===== src/sv/sequence_reorder_buffer_core_defines.svh =====
// assertion macros for the sequence reorder buffer
// expects clk_i and rst_ni in the scope where a macro is used
`ifndef SEQUENCE_REORDER_BUFFER_CORE_DEFINES_SVH
`define SEQUENCE_REORDER_BUFFER_CORE_DEFINES_SVH

// consequent holds in the same cycle as the antecedent
`define SRB_ASSERT_SAME(lbl, ante, cons, msg) \
  lbl: assert property (@(posedge clk_i) disable iff (!rst_ni) (ante) |-> (cons)) else $error(msg);

// consequent holds in the cycle after the antecedent
`define SRB_ASSERT_NEXT(lbl, ante, cons, msg) \
  lbl: assert property (@(posedge clk_i) disable iff (!rst_ni) (ante) |=> (cons)) else $error(msg);

`endif


===== src/sv/srb_pkg.sv =====
// shared types and constants for the sequence reorder buffer
// no dependencies
package srb_pkg;

  // default number of reorder slots
  localparam int WINDOW_DEFAULT = 32;

  // field widths
  localparam int SEQ_W  = 32;
  localparam int CHAN_W = 16;
  localparam int HDL_W  = 16;
  localparam int LEN_W  = 16;
  localparam int CNT_W  = 16;

  // result status codes
  typedef enum logic [2:0] {
    ST_DELIVERED     = 3'd0,
    ST_BUFFERED      = 3'd1,
    ST_DUPLICATE     = 3'd2,
    ST_OUT_OF_WINDOW = 3'd3,
    ST_WRONG_CHANNEL = 3'd4,
    ST_BAD_MAGIC     = 3'd5,
    ST_BAD_INTEGRITY = 3'd6
  } status_e;

endpackage


===== src/sv/sequence_reorder_buffer_core.sv =====
// sequence reorder buffer top level: packet descriptor classification and in-order drain
// depends on srb_pkg and sequence_reorder_buffer_core_defines.svh
//
// A descriptor is taken when start is high and busy is low. The block then
// answers with one or more results, each shown for exactly one cycle with
// strobe_o high; the receiver cannot stall, so it must take a result in the
// cycle it appears. A descriptor that delivers nothing, or that delivers only
// itself, is captured, then classified and answered, and busy stays high
// until that answer is registered. A descriptor that releases buffered
// packets, up to WINDOW-1 of them, keeps busy high while they drain, because
// the slot memory is read through one registered port, one slot per cycle;
// those results come on consecutive cycles and the one with last_o high ends the
// item. The target channel register may be written at any time the block is idle.
`include "sequence_reorder_buffer_core_defines.svh"

module sequence_reorder_buffer_core #(
  parameter int WINDOW = srb_pkg::WINDOW_DEFAULT
) (
  input  logic                      clk_i,
  input  logic                      rst_ni,
  // configuration
  input  logic                      cfg_we_i,
  input  logic [srb_pkg::CHAN_W-1:0] cfg_wdata_i,
  // descriptor input
  input  logic                      start,
  output logic                      busy,
  input  logic [srb_pkg::SEQ_W-1:0]  sequence_req_i,
  input  logic [srb_pkg::CHAN_W-1:0] channel_i,
  input  logic                      magic_ok_i,
  input  logic                      integrity_ok_i,
  input  logic [srb_pkg::HDL_W-1:0]  payload_handle_i,
  input  logic [srb_pkg::LEN_W-1:0]  payload_length_i,
  // results
  output logic                      strobe_o,
  output logic [2:0]                status_o,
  output logic [srb_pkg::SEQ_W-1:0]  delivered_sequence_o,
  output logic [srb_pkg::HDL_W-1:0]  out_handle_o,
  output logic [srb_pkg::LEN_W-1:0]  out_length_o,
  output logic                      last_o,
  output logic [srb_pkg::CNT_W-1:0]  reorder_total_o
);

  localparam int IW    = $clog2(WINDOW);
  localparam int CW    = $clog2(WINDOW + 1);
  localparam int SW    = srb_pkg::SEQ_W;
  localparam int MW    = srb_pkg::HDL_W + srb_pkg::LEN_W;

  localparam logic [SW-1:0] Win32   = SW'(WINDOW);
  localparam logic [IW:0]   WinIdx  = (IW+1)'(WINDOW);
  localparam logic [IW-1:0] LastIdx = IW'(WINDOW - 1);
  localparam logic [CW-1:0] WinCnt  = CW'(WINDOW);
  localparam logic [srb_pkg::CNT_W-1:0] CntMax = '1;

  typedef enum logic [1:0] {
    S_IDLE,
    S_EVAL,
    S_DRAIN
  } state_e;

  // slot index after advancing the expected sequence by one
  function automatic logic [IW-1:0] next_idx(input logic [SW-1:0] nexp,
                                             input logic [IW-1:0] cur);
    logic [IW-1:0] r;
    if (nexp == '0) begin
      r = '0;
    end else if (cur == LastIdx) begin
      r = '0;
    end else begin
      r = cur + 1'b1;
    end
    return r;
  endfunction

  // candidate lies at most WINDOW past the highest seen sequence
  function automatic logic near_ok(input logic [SW-1:0] nx,
                                   input logic [SW-1:0] hi);
    logic [SW-1:0] ahead;
    ahead = nx - hi;
    return (ahead <= Win32) || ahead[SW-1];
  endfunction

  // control and state registers
  state_e                     state_q, state_d;
  logic [SW-1:0]              exp_q, exp_d;
  logic [IW-1:0]              exp_idx_q, exp_idx_d;
  logic [SW-1:0]              high_q, high_d;
  logic [srb_pkg::CNT_W-1:0]  reorder_q, reorder_d;
  logic [WINDOW-1:0]          valid_q, valid_d;
  logic [CW-1:0]              cnt_q, cnt_d;
  logic [srb_pkg::CHAN_W-1:0] target_q, target_d;

  // captured descriptor
  logic [SW-1:0]              seq_q, seq_d;
  logic [srb_pkg::CHAN_W-1:0] chan_q, chan_d;
  logic                       magic_q, magic_d;
  logic                       integ_q, integ_d;
  logic [srb_pkg::HDL_W-1:0]  handle_q, handle_d;
  logic [srb_pkg::LEN_W-1:0]  length_q, length_d;

  // registered result
  logic                       strobe_q, strobe_d;
  srb_pkg::status_e           status_q, status_d;
  logic [SW-1:0]              dseq_q, dseq_d;
  logic [srb_pkg::HDL_W-1:0]  ohdl_q, ohdl_d;
  logic [srb_pkg::LEN_W-1:0]  olen_q, olen_d;
  logic                       last_q, last_d;
  logic [srb_pkg::CNT_W-1:0]  total_q, total_d;

  // slot memory: handle in the upper half, length in the lower half
  logic [MW-1:0]              slot_mem [WINDOW];
  logic [MW-1:0]              mem_rd_q;
  logic                       mem_we;
  logic [IW-1:0]              mem_waddr;
  logic [IW-1:0]              mem_raddr;

  // classification datapath
  logic [SW-1:0]              diff;
  logic [SW-1:0]              neg_diff;
  logic [SW-1:0]              seq_inc;
  logic [SW-1:0]              exp_inc;
  logic [SW-1:0]              up_diff;
  logic                       seq_wrapped;
  logic [IW:0]                idx_sum;
  logic [IW-1:0]              buf_idx;
  logic [IW-1:0]              eval_nidx;
  logic [IW-1:0]              drain_nidx;
  logic [CW-1:0]              cnt_inc;

  assign diff        = seq_q - exp_q;
  assign neg_diff    = '0 - diff;
  assign seq_inc     = seq_q + 1'b1;
  assign exp_inc     = exp_q + 1'b1;
  assign up_diff     = seq_q - high_q;
  assign cnt_inc     = cnt_q + 1'b1;
  assign eval_nidx   = next_idx(seq_inc, exp_idx_q);
  assign drain_nidx  = next_idx(exp_inc, exp_idx_q);

  // slot of a future packet: expected slot plus offset, or the raw sequence
  // when the sum passed the 32-bit wrap
  assign seq_wrapped = seq_q < exp_q;
  assign idx_sum     = {1'b0, exp_idx_q} + diff[IW:0];
  always_comb begin
    if (seq_wrapped) begin
      buf_idx = seq_q[IW-1:0];
    end else if (idx_sum >= WinIdx) begin
      buf_idx = IW'(idx_sum - WinIdx);
    end else begin
      buf_idx = idx_sum[IW-1:0];
    end
  end

  // next-state and result logic
  always_comb begin
    state_d   = state_q;
    exp_d     = exp_q;
    exp_idx_d = exp_idx_q;
    high_d    = high_q;
    reorder_d = reorder_q;
    valid_d   = valid_q;
    cnt_d     = cnt_q;
    target_d  = cfg_we_i ? cfg_wdata_i : target_q;
    seq_d     = seq_q;
    chan_d    = chan_q;
    magic_d   = magic_q;
    integ_d   = integ_q;
    handle_d  = handle_q;
    length_d  = length_q;
    strobe_d  = 1'b0;
    status_d  = status_q;
    dseq_d    = dseq_q;
    ohdl_d    = ohdl_q;
    olen_d    = olen_q;
    last_d    = last_q;
    total_d   = total_q;
    mem_we    = 1'b0;
    mem_waddr = buf_idx;
    mem_raddr = eval_nidx;

    unique case (state_q)
      S_IDLE: begin
        if (start) begin
          seq_d    = sequence_req_i;
          chan_d   = channel_i;
          magic_d  = magic_ok_i;
          integ_d  = integrity_ok_i;
          handle_d = payload_handle_i;
          length_d = payload_length_i;
          state_d  = S_EVAL;
        end
      end

      S_EVAL: begin
        state_d  = S_IDLE;
        strobe_d = 1'b1;
        last_d   = 1'b1;
        dseq_d   = seq_q;
        ohdl_d   = '0;
        olen_d   = '0;
        total_d  = reorder_q;
        if (!magic_q) begin
          status_d = srb_pkg::ST_BAD_MAGIC;
        end else if (chan_q != target_q) begin
          status_d = srb_pkg::ST_WRONG_CHANNEL;
        end else if (!integ_q) begin
          status_d = srb_pkg::ST_BAD_INTEGRITY;
        end else if (diff == '0) begin
          // in order: deliver now, drain if the following slot is filled
          status_d  = srb_pkg::ST_DELIVERED;
          ohdl_d    = handle_q;
          olen_d    = length_q;
          exp_d     = seq_inc;
          exp_idx_d = eval_nidx;
          high_d    = seq_q;
          mem_raddr = eval_nidx;
          cnt_d     = CW'(1);
          if (valid_q[eval_nidx]) begin
            last_d  = 1'b0;
            state_d = S_DRAIN;
          end
        end else if (diff < Win32) begin
          // future packet inside the window
          if (valid_q[buf_idx]) begin
            status_d = srb_pkg::ST_DUPLICATE;
          end else begin
            status_d         = srb_pkg::ST_BUFFERED;
            mem_we           = 1'b1;
            valid_d[buf_idx] = 1'b1;
            if (reorder_q != CntMax) begin
              reorder_d = reorder_q + 1'b1;
            end
            total_d = reorder_d;
            if ((up_diff != '0) && !up_diff[SW-1]) begin
              high_d = seq_q;
            end
          end
        end else if (neg_diff < Win32) begin
          status_d = srb_pkg::ST_DUPLICATE;
        end else begin
          status_d = srb_pkg::ST_OUT_OF_WINDOW;
        end
      end

      S_DRAIN: begin
        // deliver the slot read last cycle, look ahead one slot
        strobe_d           = 1'b1;
        status_d           = srb_pkg::ST_DELIVERED;
        dseq_d             = exp_q;
        ohdl_d             = mem_rd_q[MW-1:srb_pkg::LEN_W];
        olen_d             = mem_rd_q[srb_pkg::LEN_W-1:0];
        total_d            = reorder_q;
        valid_d[exp_idx_q] = 1'b0;
        exp_d              = exp_inc;
        exp_idx_d          = drain_nidx;
        cnt_d              = cnt_inc;
        mem_raddr          = drain_nidx;
        if ((cnt_inc < WinCnt) && valid_q[drain_nidx] && near_ok(exp_inc, high_q)) begin
          last_d = 1'b0;
        end else begin
          last_d  = 1'b1;
          state_d = S_IDLE;
        end
      end

      default: begin
        state_d = S_IDLE;
      end
    endcase
  end

  // state, captured descriptor and registered result
  always_ff @(posedge clk_i or negedge rst_ni) begin
    if (!rst_ni) begin
      state_q   <= S_IDLE;
      exp_q     <= '0;
      exp_idx_q <= '0;
      high_q    <= '0;
      reorder_q <= '0;
      valid_q   <= '0;
      cnt_q     <= '0;
      target_q  <= '0;
      seq_q     <= '0;
      chan_q    <= '0;
      magic_q   <= 1'b0;
      integ_q   <= 1'b0;
      handle_q  <= '0;
      length_q  <= '0;
      strobe_q  <= 1'b0;
      status_q  <= srb_pkg::ST_DELIVERED;
      dseq_q    <= '0;
      ohdl_q    <= '0;
      olen_q    <= '0;
      last_q    <= 1'b0;
      total_q   <= '0;
    end else begin
      state_q   <= state_d;
      exp_q     <= exp_d;
      exp_idx_q <= exp_idx_d;
      high_q    <= high_d;
      reorder_q <= reorder_d;
      valid_q   <= valid_d;
      cnt_q     <= cnt_d;
      target_q  <= target_d;
      seq_q     <= seq_d;
      chan_q    <= chan_d;
      magic_q   <= magic_d;
      integ_q   <= integ_d;
      handle_q  <= handle_d;
      length_q  <= length_d;
      strobe_q  <= strobe_d;
      status_q  <= status_d;
      dseq_q    <= dseq_d;
      ohdl_q    <= ohdl_d;
      olen_q    <= olen_d;
      last_q    <= last_d;
      total_q   <= total_d;
    end
  end

  // slot memory, one write and one registered read port
  always_ff @(posedge clk_i) begin
    if (mem_we) begin
      slot_mem[mem_waddr] <= {handle_q, length_q};
    end
    mem_rd_q <= slot_mem[mem_raddr];
  end

  // outputs
  assign busy                 = (state_q != S_IDLE);
  assign strobe_o             = strobe_q;
  assign status_o             = status_q;
  assign delivered_sequence_o = dseq_q;
  assign out_handle_o         = ohdl_q;
  assign out_length_o         = olen_q;
  assign last_o               = last_q;
  assign reorder_total_o      = total_q;

  // checks
  `SRB_ASSERT_NEXT(a_drain_gapless, strobe_o && !last_o, strobe_o, "drain result missing")
  `SRB_ASSERT_NEXT(a_drain_consecutive, strobe_o && !last_o, delivered_sequence_o == $past(delivered_sequence_o) + 1'b1, "drain sequence not consecutive")
  `SRB_ASSERT_SAME(a_status_single, strobe_o && (status_o != srb_pkg::ST_DELIVERED), last_o && (out_handle_o == '0) && (out_length_o == '0), "non-delivery result malformed")
  `SRB_ASSERT_SAME(a_busy_during_drain, strobe_o && !last_o, busy, "drain while idle")

endmodule


===== config.mk =====
export PLATFORM = sky130hd
export DESIGN_NAME = sequence_reorder_buffer_core
export DESIGN_NICKNAME = d
export VERILOG_FILES = /design/src/sv/srb_pkg.sv /design/src/sv/sequence_reorder_buffer_core.sv
export VERILOG_INCLUDE_DIRS = /design/src /design/src/sv
export SDC_FILE = /design/constraint.sdc
export NUM_CORES = 2
export LEC_CHECK = 0
export ABC_AREA = 1
export BUFFER_PORTS_ARGS = -buffer_cell sky130_fd_sc_hd__buf_2
export CAP_MARGIN = 40
export CORE_AREA = 2 2 442 444
export CTS_BUF_LIST = sky130_fd_sc_hd__clkbuf_8 sky130_fd_sc_hd__clkbuf_16
export DETAILED_ROUTE_END_ITERATION = 10
export DIE_AREA = 0 0 444 446
export PLACE_DENSITY = 0.53
export REMOVE_ABC_BUFFERS = 1
export SYNTH_ARGS = -nofsm -noshare
export SYNTH_HDL_FRONTEND = slang
export SYNTH_SLANG_ARGS = --single-unit

===== constraint.sdc =====
create_clock -name clk_i -period 6.8 [get_ports clk_i]
set_input_delay 0 -clock clk_i [delete_from_list [all_inputs] [get_ports clk_i]]
set_output_delay 0 -clock clk_i [all_outputs]
set_load 0.02 [all_outputs]

### After elaboration in Yosys (flattened, before gate mapping)

Memories as Yosys holds them, arrays and structs flattened. A register that Yosys moved wholly into a read port is not among the register bits.
Index checks and enable logic that the tools add are counted.

| cells by class | value |
|---|---|
| equality and inequality tests | 15 |
| magnitude comparators | 12 |
| bitwise logic cells | 4 |
| reductions and logical operators | 22 |
| add/subtract/negate cells | 11 |
| mux-type cells | 94 |

Operator list:

| cell | count |
|---|---|
| 32-bit 2-to-1 mux | 14 |
| 16-bit 2-to-1 mux | 15 |
| 32-bit one-hot mux with 2 select lines | 3 |
| 32-bit zero test | 3 |
| 16-bit one-hot mux with 2 select lines | 3 |
| 32-bit subtractor | 3 |
| 32-bit by 1-bit adder with 32-bit output (second input constant) | 2 |
| 32-bit by 6-bit < comparator with 1-bit output (second input constant) | 2 |
| 5-bit 2-to-1 mux | 10 |
| 32-bit AND | 1 |
| 32-bit by 6-bit <= comparator with 1-bit output (second input constant) | 1 |
| 32-bit < comparator | 1 |
| 32-bit NOT | 1 |
| 32-bit bitwise OR | 1 |
| 32-bit nonzero test | 1 |
| 1-bit by 32-bit subtractor with 32-bit output (first input constant) | 1 |
| 5-bit by 6-bit < comparator with 1-bit output (second input constant) | 4 |
| 6-bit 2-to-1 mux | 4 |
| 1-bit 2-to-1 mux | 22 |
| 2-bit != test (second input constant) | 10 |
| 16-bit by 1-bit adder with 16-bit output (second input constant) | 1 |
| 2-bit 2-to-1 mux | 8 |
| 16-bit != test | 1 |
| 16-bit != test (second input constant) | 1 |
| 28 further kinds | 45 |

| word-level totals | value |
|---|---|
| output and inout port bits | 86 |
| memories | 1 |
| bits of input ports | 102 |
| memory bits (writable) | 1024 |
| word-level logic and storage cells | 180 |
| flip-flop bits (word level) | 308 |

Memories:

| name | words | width | read ports | clocked after Yosys merged registers in | write ports | line | source |
|---|---|---|---|---|---|---|---|
| slot_mem | 32 | 32 | 1 | 1 | 1 | sequence_reorder_buffer_core.sv:110 | `logic [MW-1:0] slot_mem [WINDOW];` |

### Longest topological paths before layout

| depth | value |
|---|---|
| word-level depth | 17 |
| depth in mapped cells | 32 |
| gate-level depth less buffers | 31 |

### Least setup slack after synthesis

OpenSTA, ideal clock, no wires.

| path | value |
|---|---|
| path type | reg-to-reg |
| start | reg seq_q[0] |
| end | mem slot_mem[22][0] (netlist bit), enable pin |
| path buffers | 1 |
| setup time | 0.461 ns |
| path slack | 0.928 ns |
| cell stages (with the launch flop) | 27 |
| data required time | 6.339 ns |
| period minus slack after synthesis | 5.872 ns |
| arrival time | 5.411 ns |
| cell sequence | dfrtp_1 -> inv_1 -> ha_1 -> fa_1 -> inv_1 -> nand2_1 -> nand2_1 -> inv_1 -> ha_1 -> nand2_1 -> nor2_1 -> a211oi_1 -> nor2_1 -> o21ai_0 -> nand2_1 -> inv_1 -> nand2_1 -> nor2_1 -> nand2_1 -> nand2_1 -> nor2_2 -> nand2_2 -> nand2_2 -> nor2_4 -> inv_2 -> buf_6 -> nor3_1 |

| on the way | value |
|---|---|
| cells in the longest elaborated chain, start to end | 16 |
| elaborated cells between the ends (all ways) | 20 |
| classes of those cells | 3 x add/sub; 3 x order compare; 13 x mux; 1 x reduce/logical |

Ends and longest elaborated chain:

| item | line | source |
|---|---|---|
| start, declared | sequence_reorder_buffer_core.sv:93 | `logic [SW-1:0] seq_q, seq_d;` |
| start signal, assigned | sequence_reorder_buffer_core.sv:303 | `seq_q <= seq_d;` |
| 32-bit subtractor | sequence_reorder_buffer_core.sv:129 | `assign diff = seq_q - exp_q;` |
| 5-bit by 6-bit adder with 6-bit output | sequence_reorder_buffer_core.sv:141 | `assign idx_sum = {1'b0, exp_idx_q} + diff[IW:0];` |
| 5-bit by 1-bit subtractor with 5-bit output / 6-bit >= comparator (equally long branches) | sequence_reorder_buffer_core.sv:146, sequence_reorder_buffer_core.sv:145 |  |
| 5-bit 2-to-1 mux | sequence_reorder_buffer_core.sv:145 | `end else if (idx_sum >= WinIdx) begin` |
| 5-bit 2-to-1 mux | sequence_reorder_buffer_core.sv:143 | `if (seq_wrapped) begin` |
| 1-bit binary-select mux with 5-bit select | sequence_reorder_buffer_core.sv:222 | `if (valid_q[buf_idx]) begin` |
| 1-bit 2-to-1 mux (not written as such) | sequence_reorder_buffer_core.sv:222 |  |
| 1-bit 2-to-1 mux | sequence_reorder_buffer_core.sv:222 |  |
| 1-bit 2-to-1 mux | sequence_reorder_buffer_core.sv:220 | `end else if (diff < Win32) begin` |
| 1-bit 2-to-1 mux | sequence_reorder_buffer_core.sv:206 | `end else if (diff == '0) begin` |
| 1-bit 2-to-1 mux | sequence_reorder_buffer_core.sv:204 | `end else if (!integ_q) begin` |
| 1-bit 2-to-1 mux | sequence_reorder_buffer_core.sv:202 | `end else if (chan_q != target_q) begin` |
| 1-bit 2-to-1 mux | sequence_reorder_buffer_core.sv:200 | `if (!magic_q) begin` |
| 1-bit 2-to-1 mux | sequence_reorder_buffer_core.sv:179 | `unique case (state_q)` |
| 1-bit 2-to-1 mux | sequence_reorder_buffer_core.sv:321 | `if (mem_we) begin` |
| 1-bit 2-to-1 mux (not written as such) | sequence_reorder_buffer_core.sv:322 | `slot_mem[mem_waddr] <= {handle_q, length_q};` |
| end, declared | sequence_reorder_buffer_core.sv:110 |  |

Several ways; a longest one is shown, not always the timed one. The select of a mux whose other input is x is not followed.

### Worst setup path after layout

| path | value |
|---|---|
| start | reg seq_q[13] |
| end | reg mem_rd_q[14] (read register of slot_mem) |

| on the way | value |
|---|---|
| cells in the longest elaborated chain, start to end | 4 |

Ends and longest elaborated chain:

| item | line | source |
|---|---|---|
| 32-bit by 1-bit adder with 32-bit output | sequence_reorder_buffer_core.sv:131 | `assign seq_inc = seq_q + 1'b1;` |
| 32-bit zero test | sequence_reorder_buffer_core.sv:64 | `if (nexp == '0) begin` |
| 5-bit 2-to-1 mux | sequence_reorder_buffer_core.sv:64 |  |
| 5-bit 2-to-1 mux | - |  |
| end, declared | sequence_reorder_buffer_core.sv:111 | `logic [MW-1:0] mem_rd_q;` |

No other way between the ends.
A chain may end at the register's enable or synchronous reset.

==> results.json <==
{
  "path_buf_inv": 3,
  "final_antenna_net_count": 0,
  "hp-class": "input pin to flip-flop",
  "hold_end": "seq_q[11]$_DFFE_PN0P_",
  "synth-seq-cells": 1364,
  "drcViolationCount": 0,
  "layout-drive-gt1-share_pct": 10.0,
  "finalNonFillerCells": 10199,
  "drt_iter0_markers": 4303,
  "r2r_end": "mem_rd_q[14]$_DFF_P_",
  "cp_data_required_time_ps": 7500,
  "cts_tree": "done",
  "initial_core_util_pct": 34.8,
  "r2r_cells": 20,
  "regArea_mm2": 0.0391,
  "rows": 162,
  "multi_input_area_mm2": 0.0232,
  "post_cts_resized": 0,
  "cts_inserted_buffers": 156,
  "fill_cells": 18993,
  "synth.distinct_cells": 60,
  "path_depth": 20,
  "worstSetupPathType": "flip-flop to flip-flop",
  "post-route-period-util_pct": 82.4,
  "rsz0062_at_grt": "false",
  "clock_path_buffers": 3,
  "vdd_ir_drop_max_uv": 249,
  "cts-hold-fix-buffers": 197,
  "core_area_mm2": 0.194,
  "gp_congestion": 0.906,
  "max_freq_ghz": 0.179,
  "hp-start": "sequence_req_i[11]",
  "syn_inst": 7153,
  "die_w_um": 444,
  "hold_viol": 0,
  "status": "completed",
  "finish.utilization_pct": 40.9,
  "cp_top_family": "simple AND/OR/NAND/NOR gates",
  "ctsHtreeMaxLevel": 4,
  "avgSynthCellArea_um2": 9.42,
  "area_delta_synth_final_pct": 17.5,
  "slew_headroom_pct": 33.0,
  "viasPerCell": 5.12,
  "cpMostUsedCell": "nand2_1",
  "antenna_found_initial": 1,
  "critical-path-max-stage-delay_ps": 770,
  "grt_max_degree": 159,
  "routedWlPerCell_um": 21.7,
  "synth_ff_type": "edfxtp_1",
  "drv_slew": 0,
  "grtUsageTotal_pct": 22.0,
  "dp_hpwl_um": 148000,
  "holdPathStages": 4,
  "endpoint_kind": "flip-flop",
  "min_period_ps": 5600,
  "synth-edff-count": 1024,
  "vias": 52241,
  "cp_slowest_cell": "o21ai_4",
  "drt_first_pass_iters": 5,
  "finalWirelength_um": 221000,
  "worst_pin_slew_ps": 1010,
  "worstPathArrival_ps": 6300,
  "dp.cells": 9714,
  "fin_worst_skew_ps": 69.4,
  "async_flop_share_pct": 22.6,
  "layout.nets": 7743,
  "numClockSinks": 1364,
  "crit_chain": "inv_1 -> nor3_1 -> nand2_1 -> nor2_2 -> xor2_1 -> nor2_1 -> nand3_1 -> nor2_1 -> nand3_2 -> nand2_2 -> o21ai_4 -> buf_12 -> buf_12 -> nand2_1 -> o211ai_1 -> nand3_1 -> nand3_1 -> nand2_1 -> nand2_1 -> nand2_1",
  "pre_cts_slack_ps": 1200,
  "fin_ws_ps": 1200,
  "rr_startpoint": "seq_q[13]$_DFFE_PN0P_",
  "yosys_warnings": 0,
  "start_kind": "flip-flop",
  "overflow": 0,
  "io_pins": 188,
  "n_antenna_cell": 0,
  "die_area_mm2": 0.198,
  "fin_tns_setup_ps": 0,
  "powerDensity_mw_per_mm2": 276,
  "clkTransAtPathRegs_ps": 60,
  "die_h_um": 446,
  "portBuffers": 187,
  "grt_pass1_wl_um": 330000,
  "cap_violations": 0,
  "grt_pass1_vias": 50860,
  "cp_max_fo": 155,
  "clkLatencyLatePin_ps": 820,
  "synth-seq-area-share_pct": 58.0,
  "post_cts_buffers": 0,
  "p_leak_nw": 32.8,
  "reg2reg_setup_slack_ps": 1200,
  "clock-root-buffer": "clkbuf_16",
  "setup_viol": 0,
  "syn_area_mm2": 0.0674,
  "finalPower_w": 0.0218
}
registers in the layout, indices dropped and copies added, names as in the netlist, 2 cells and up:
| name | cells |
|---|---|
| cnt_q | 6 |
| mem_rd_q | 32 |
| status_o | 3 |
| chan_q | 16 |
| high_q | 32 |
| reorder_q | 16 |
| out_length_o | 16 |
| handle_q | 16 |
| slot_mem | 1024 |
| valid_q | 32 |
| exp_q | 32 |
| seq_q | 32 |
| reorder_total_o | 16 |
| length_q | 16 |
| out_handle_o | 16 |
| state_q | 2 |
| delivered_sequence_o | 32 |
| exp_idx_q | 5 |
| target_q | 16 |
per-layer routing:
layer	track usage [%]	wire length (um)	share of wire (%)	vias up
met2	37.0	105000	48	1407
met4	7.71	7840	3.5	2
li1	-	-	-	25111
met5	0	13	0.0059	-
met1	29.1	97400	44	25405
met3	3.03	10500	4.7	316
layout by cell type, fill, tap and decap left out, types with 10 or more instances in the layout:
cell type,netlist,routed
buf_4,15,104
a31oi_1,22,22
nand3b_1,11,11
inv_1,985,1018
nand2_1,1444,1443
nand3_1,673,672
xor2_1,73,73
dlygate4sd3_1,0,196
dfrtp_1,308,298
inv_2,16,15
bufinv_16,0,14
clkbuf_16,0,158
o21ai_0,372,370
mux2_2,62,62
ha_1,110,108
o21ai_1,157,155
nand4_1,59,59
xnor2_1,34,34
buf_2,136,189
nor2_4,9,36
clkinv_1,1,21
dfrtp_2,0,10
o21bai_1,10,10
buf_12,0,33
nor2_1,465,445
a21boi_0,13,13
edfxtp_1,1024,1024
dfxtp_1,32,32
nor2_2,27,20
nand2_2,13,13
clkbuf_8,0,14
a21oi_1,480,480
clkinv_2,0,27
nor3_1,74,68
o211ai_1,281,281
layout make-up:
type | instances | share of cell area [%]
sequential | 1364 | 49.4
multi-input combinational | 4471 | 29.3
timing repair buffer | 532 | 5.81
clock buffer | 172 | 5.24
inverter | 1002 | 4.77
tap | 2542 | 4.02
clock inverter | 116 | 1.44
where the power goes:
group,internal [W],leakage [nW],switching [W]
Sequential,0.00958,13.4,0.000482
Clock,0.00496,2.71,0.00360
Combinational,0.000980,16.7,0.00222
Total,0.0155,32.8,0.00630
cell usage after synthesis (8+ instances only):
cell	n	share of area [%]
xnor2_1	34	0.44
buf_4	15	0.17
o21ai_1	157	1.2
o211ai_1	281	3.1
o21bai_1	10	0.11
nand4_1	59	0.55
nor2_1	465	2.6
inv_1	985	5.5
nand2_1	1444	8.0
a21oi_1	480	3.6
buf_6	27	0.45
ha_1	110	2.0
dfxtp_1	32	0.95
nor2_4	9	0.15
buf_2	136	1.0
nand3_2	8	0.12
o21ai_0	372	2.8
nor3_1	74	0.55
nand3_1	673	5.0
inv_2	16	0.089
nor4_1	9	0.084
a31oi_1	22	0.20
mux2_2	62	1.0
nor2_2	27	0.25
a21boi_0	13	0.14
xor2_1	73	0.95
clkbuf_1	123	0.69
edfxtp_1	1024	46
dfrtp_1	308	11
buf_1	15	0.084
nand2_2	13	0.12
nand3b_1	11	0.12
worst reg2reg max path: cells and delay by family, from the launching register on:
| family | cells | cell delay, ps |
|---|---|---|
| and+or+nand+nor | 14 | 2510 |
| AOI/OAI and AO/OA | 2 | 1030 |
| xor gates and xnor gates | 1 | 260 |
| buffers and inverters | 3 | 1070 |
| DFF | 1 | 650 |
cells by family after synthesis:
family,share of synthesized area (%)
AND/OR/NAND/NOR,17.9
AO/OA/AOI/OAI,11.5
flip-flops,58.0
buffers and inverters,7.98
adder cells (fa/ha/maj),2.16
XOR/XNOR,1.39
multiplexers,1.04
worst max path at each step:
stage / startpoint / endpoint / slack, ps
global placement: seq_q[2]$_DFFE_PN0P_ / high_q[0]$_DFFE_PN0P_ / 940
finish: seq_q[13]$_DFFE_PN0P_ / mem_rd_q[14]$_DFF_P_ / 1200
CTS: seq_q[0]$_DFFE_PN0P_ / slot_mem[19][6]$_DFFE_PP_ / 1150
floorplan: exp_idx_q[0]$_DFFE_PN0P_ / mem_rd_q[4]$_DFF_P_ / -8020
global route: seq_q[0]$_DFFE_PN0P_ / slot_mem[0][26]$_DFFE_PP_ / 790
detailed placement: seq_q[0]$_DFFE_PN0P_ / slot_mem[19][6]$_DFFE_PP_ / 1200
stage by stage:
step / instance area, um2 / hold slack, ps
after CTS: 79200 / 9.42
final: 79200 / 84.3
after global routing: 79200 / 56.0
after floorplan: 65800 / -296
after detailed placement: 71900 / 68.5
after global placement: 71600 / 55.6
Note: power is estimated with default switching activity, not from simulation.
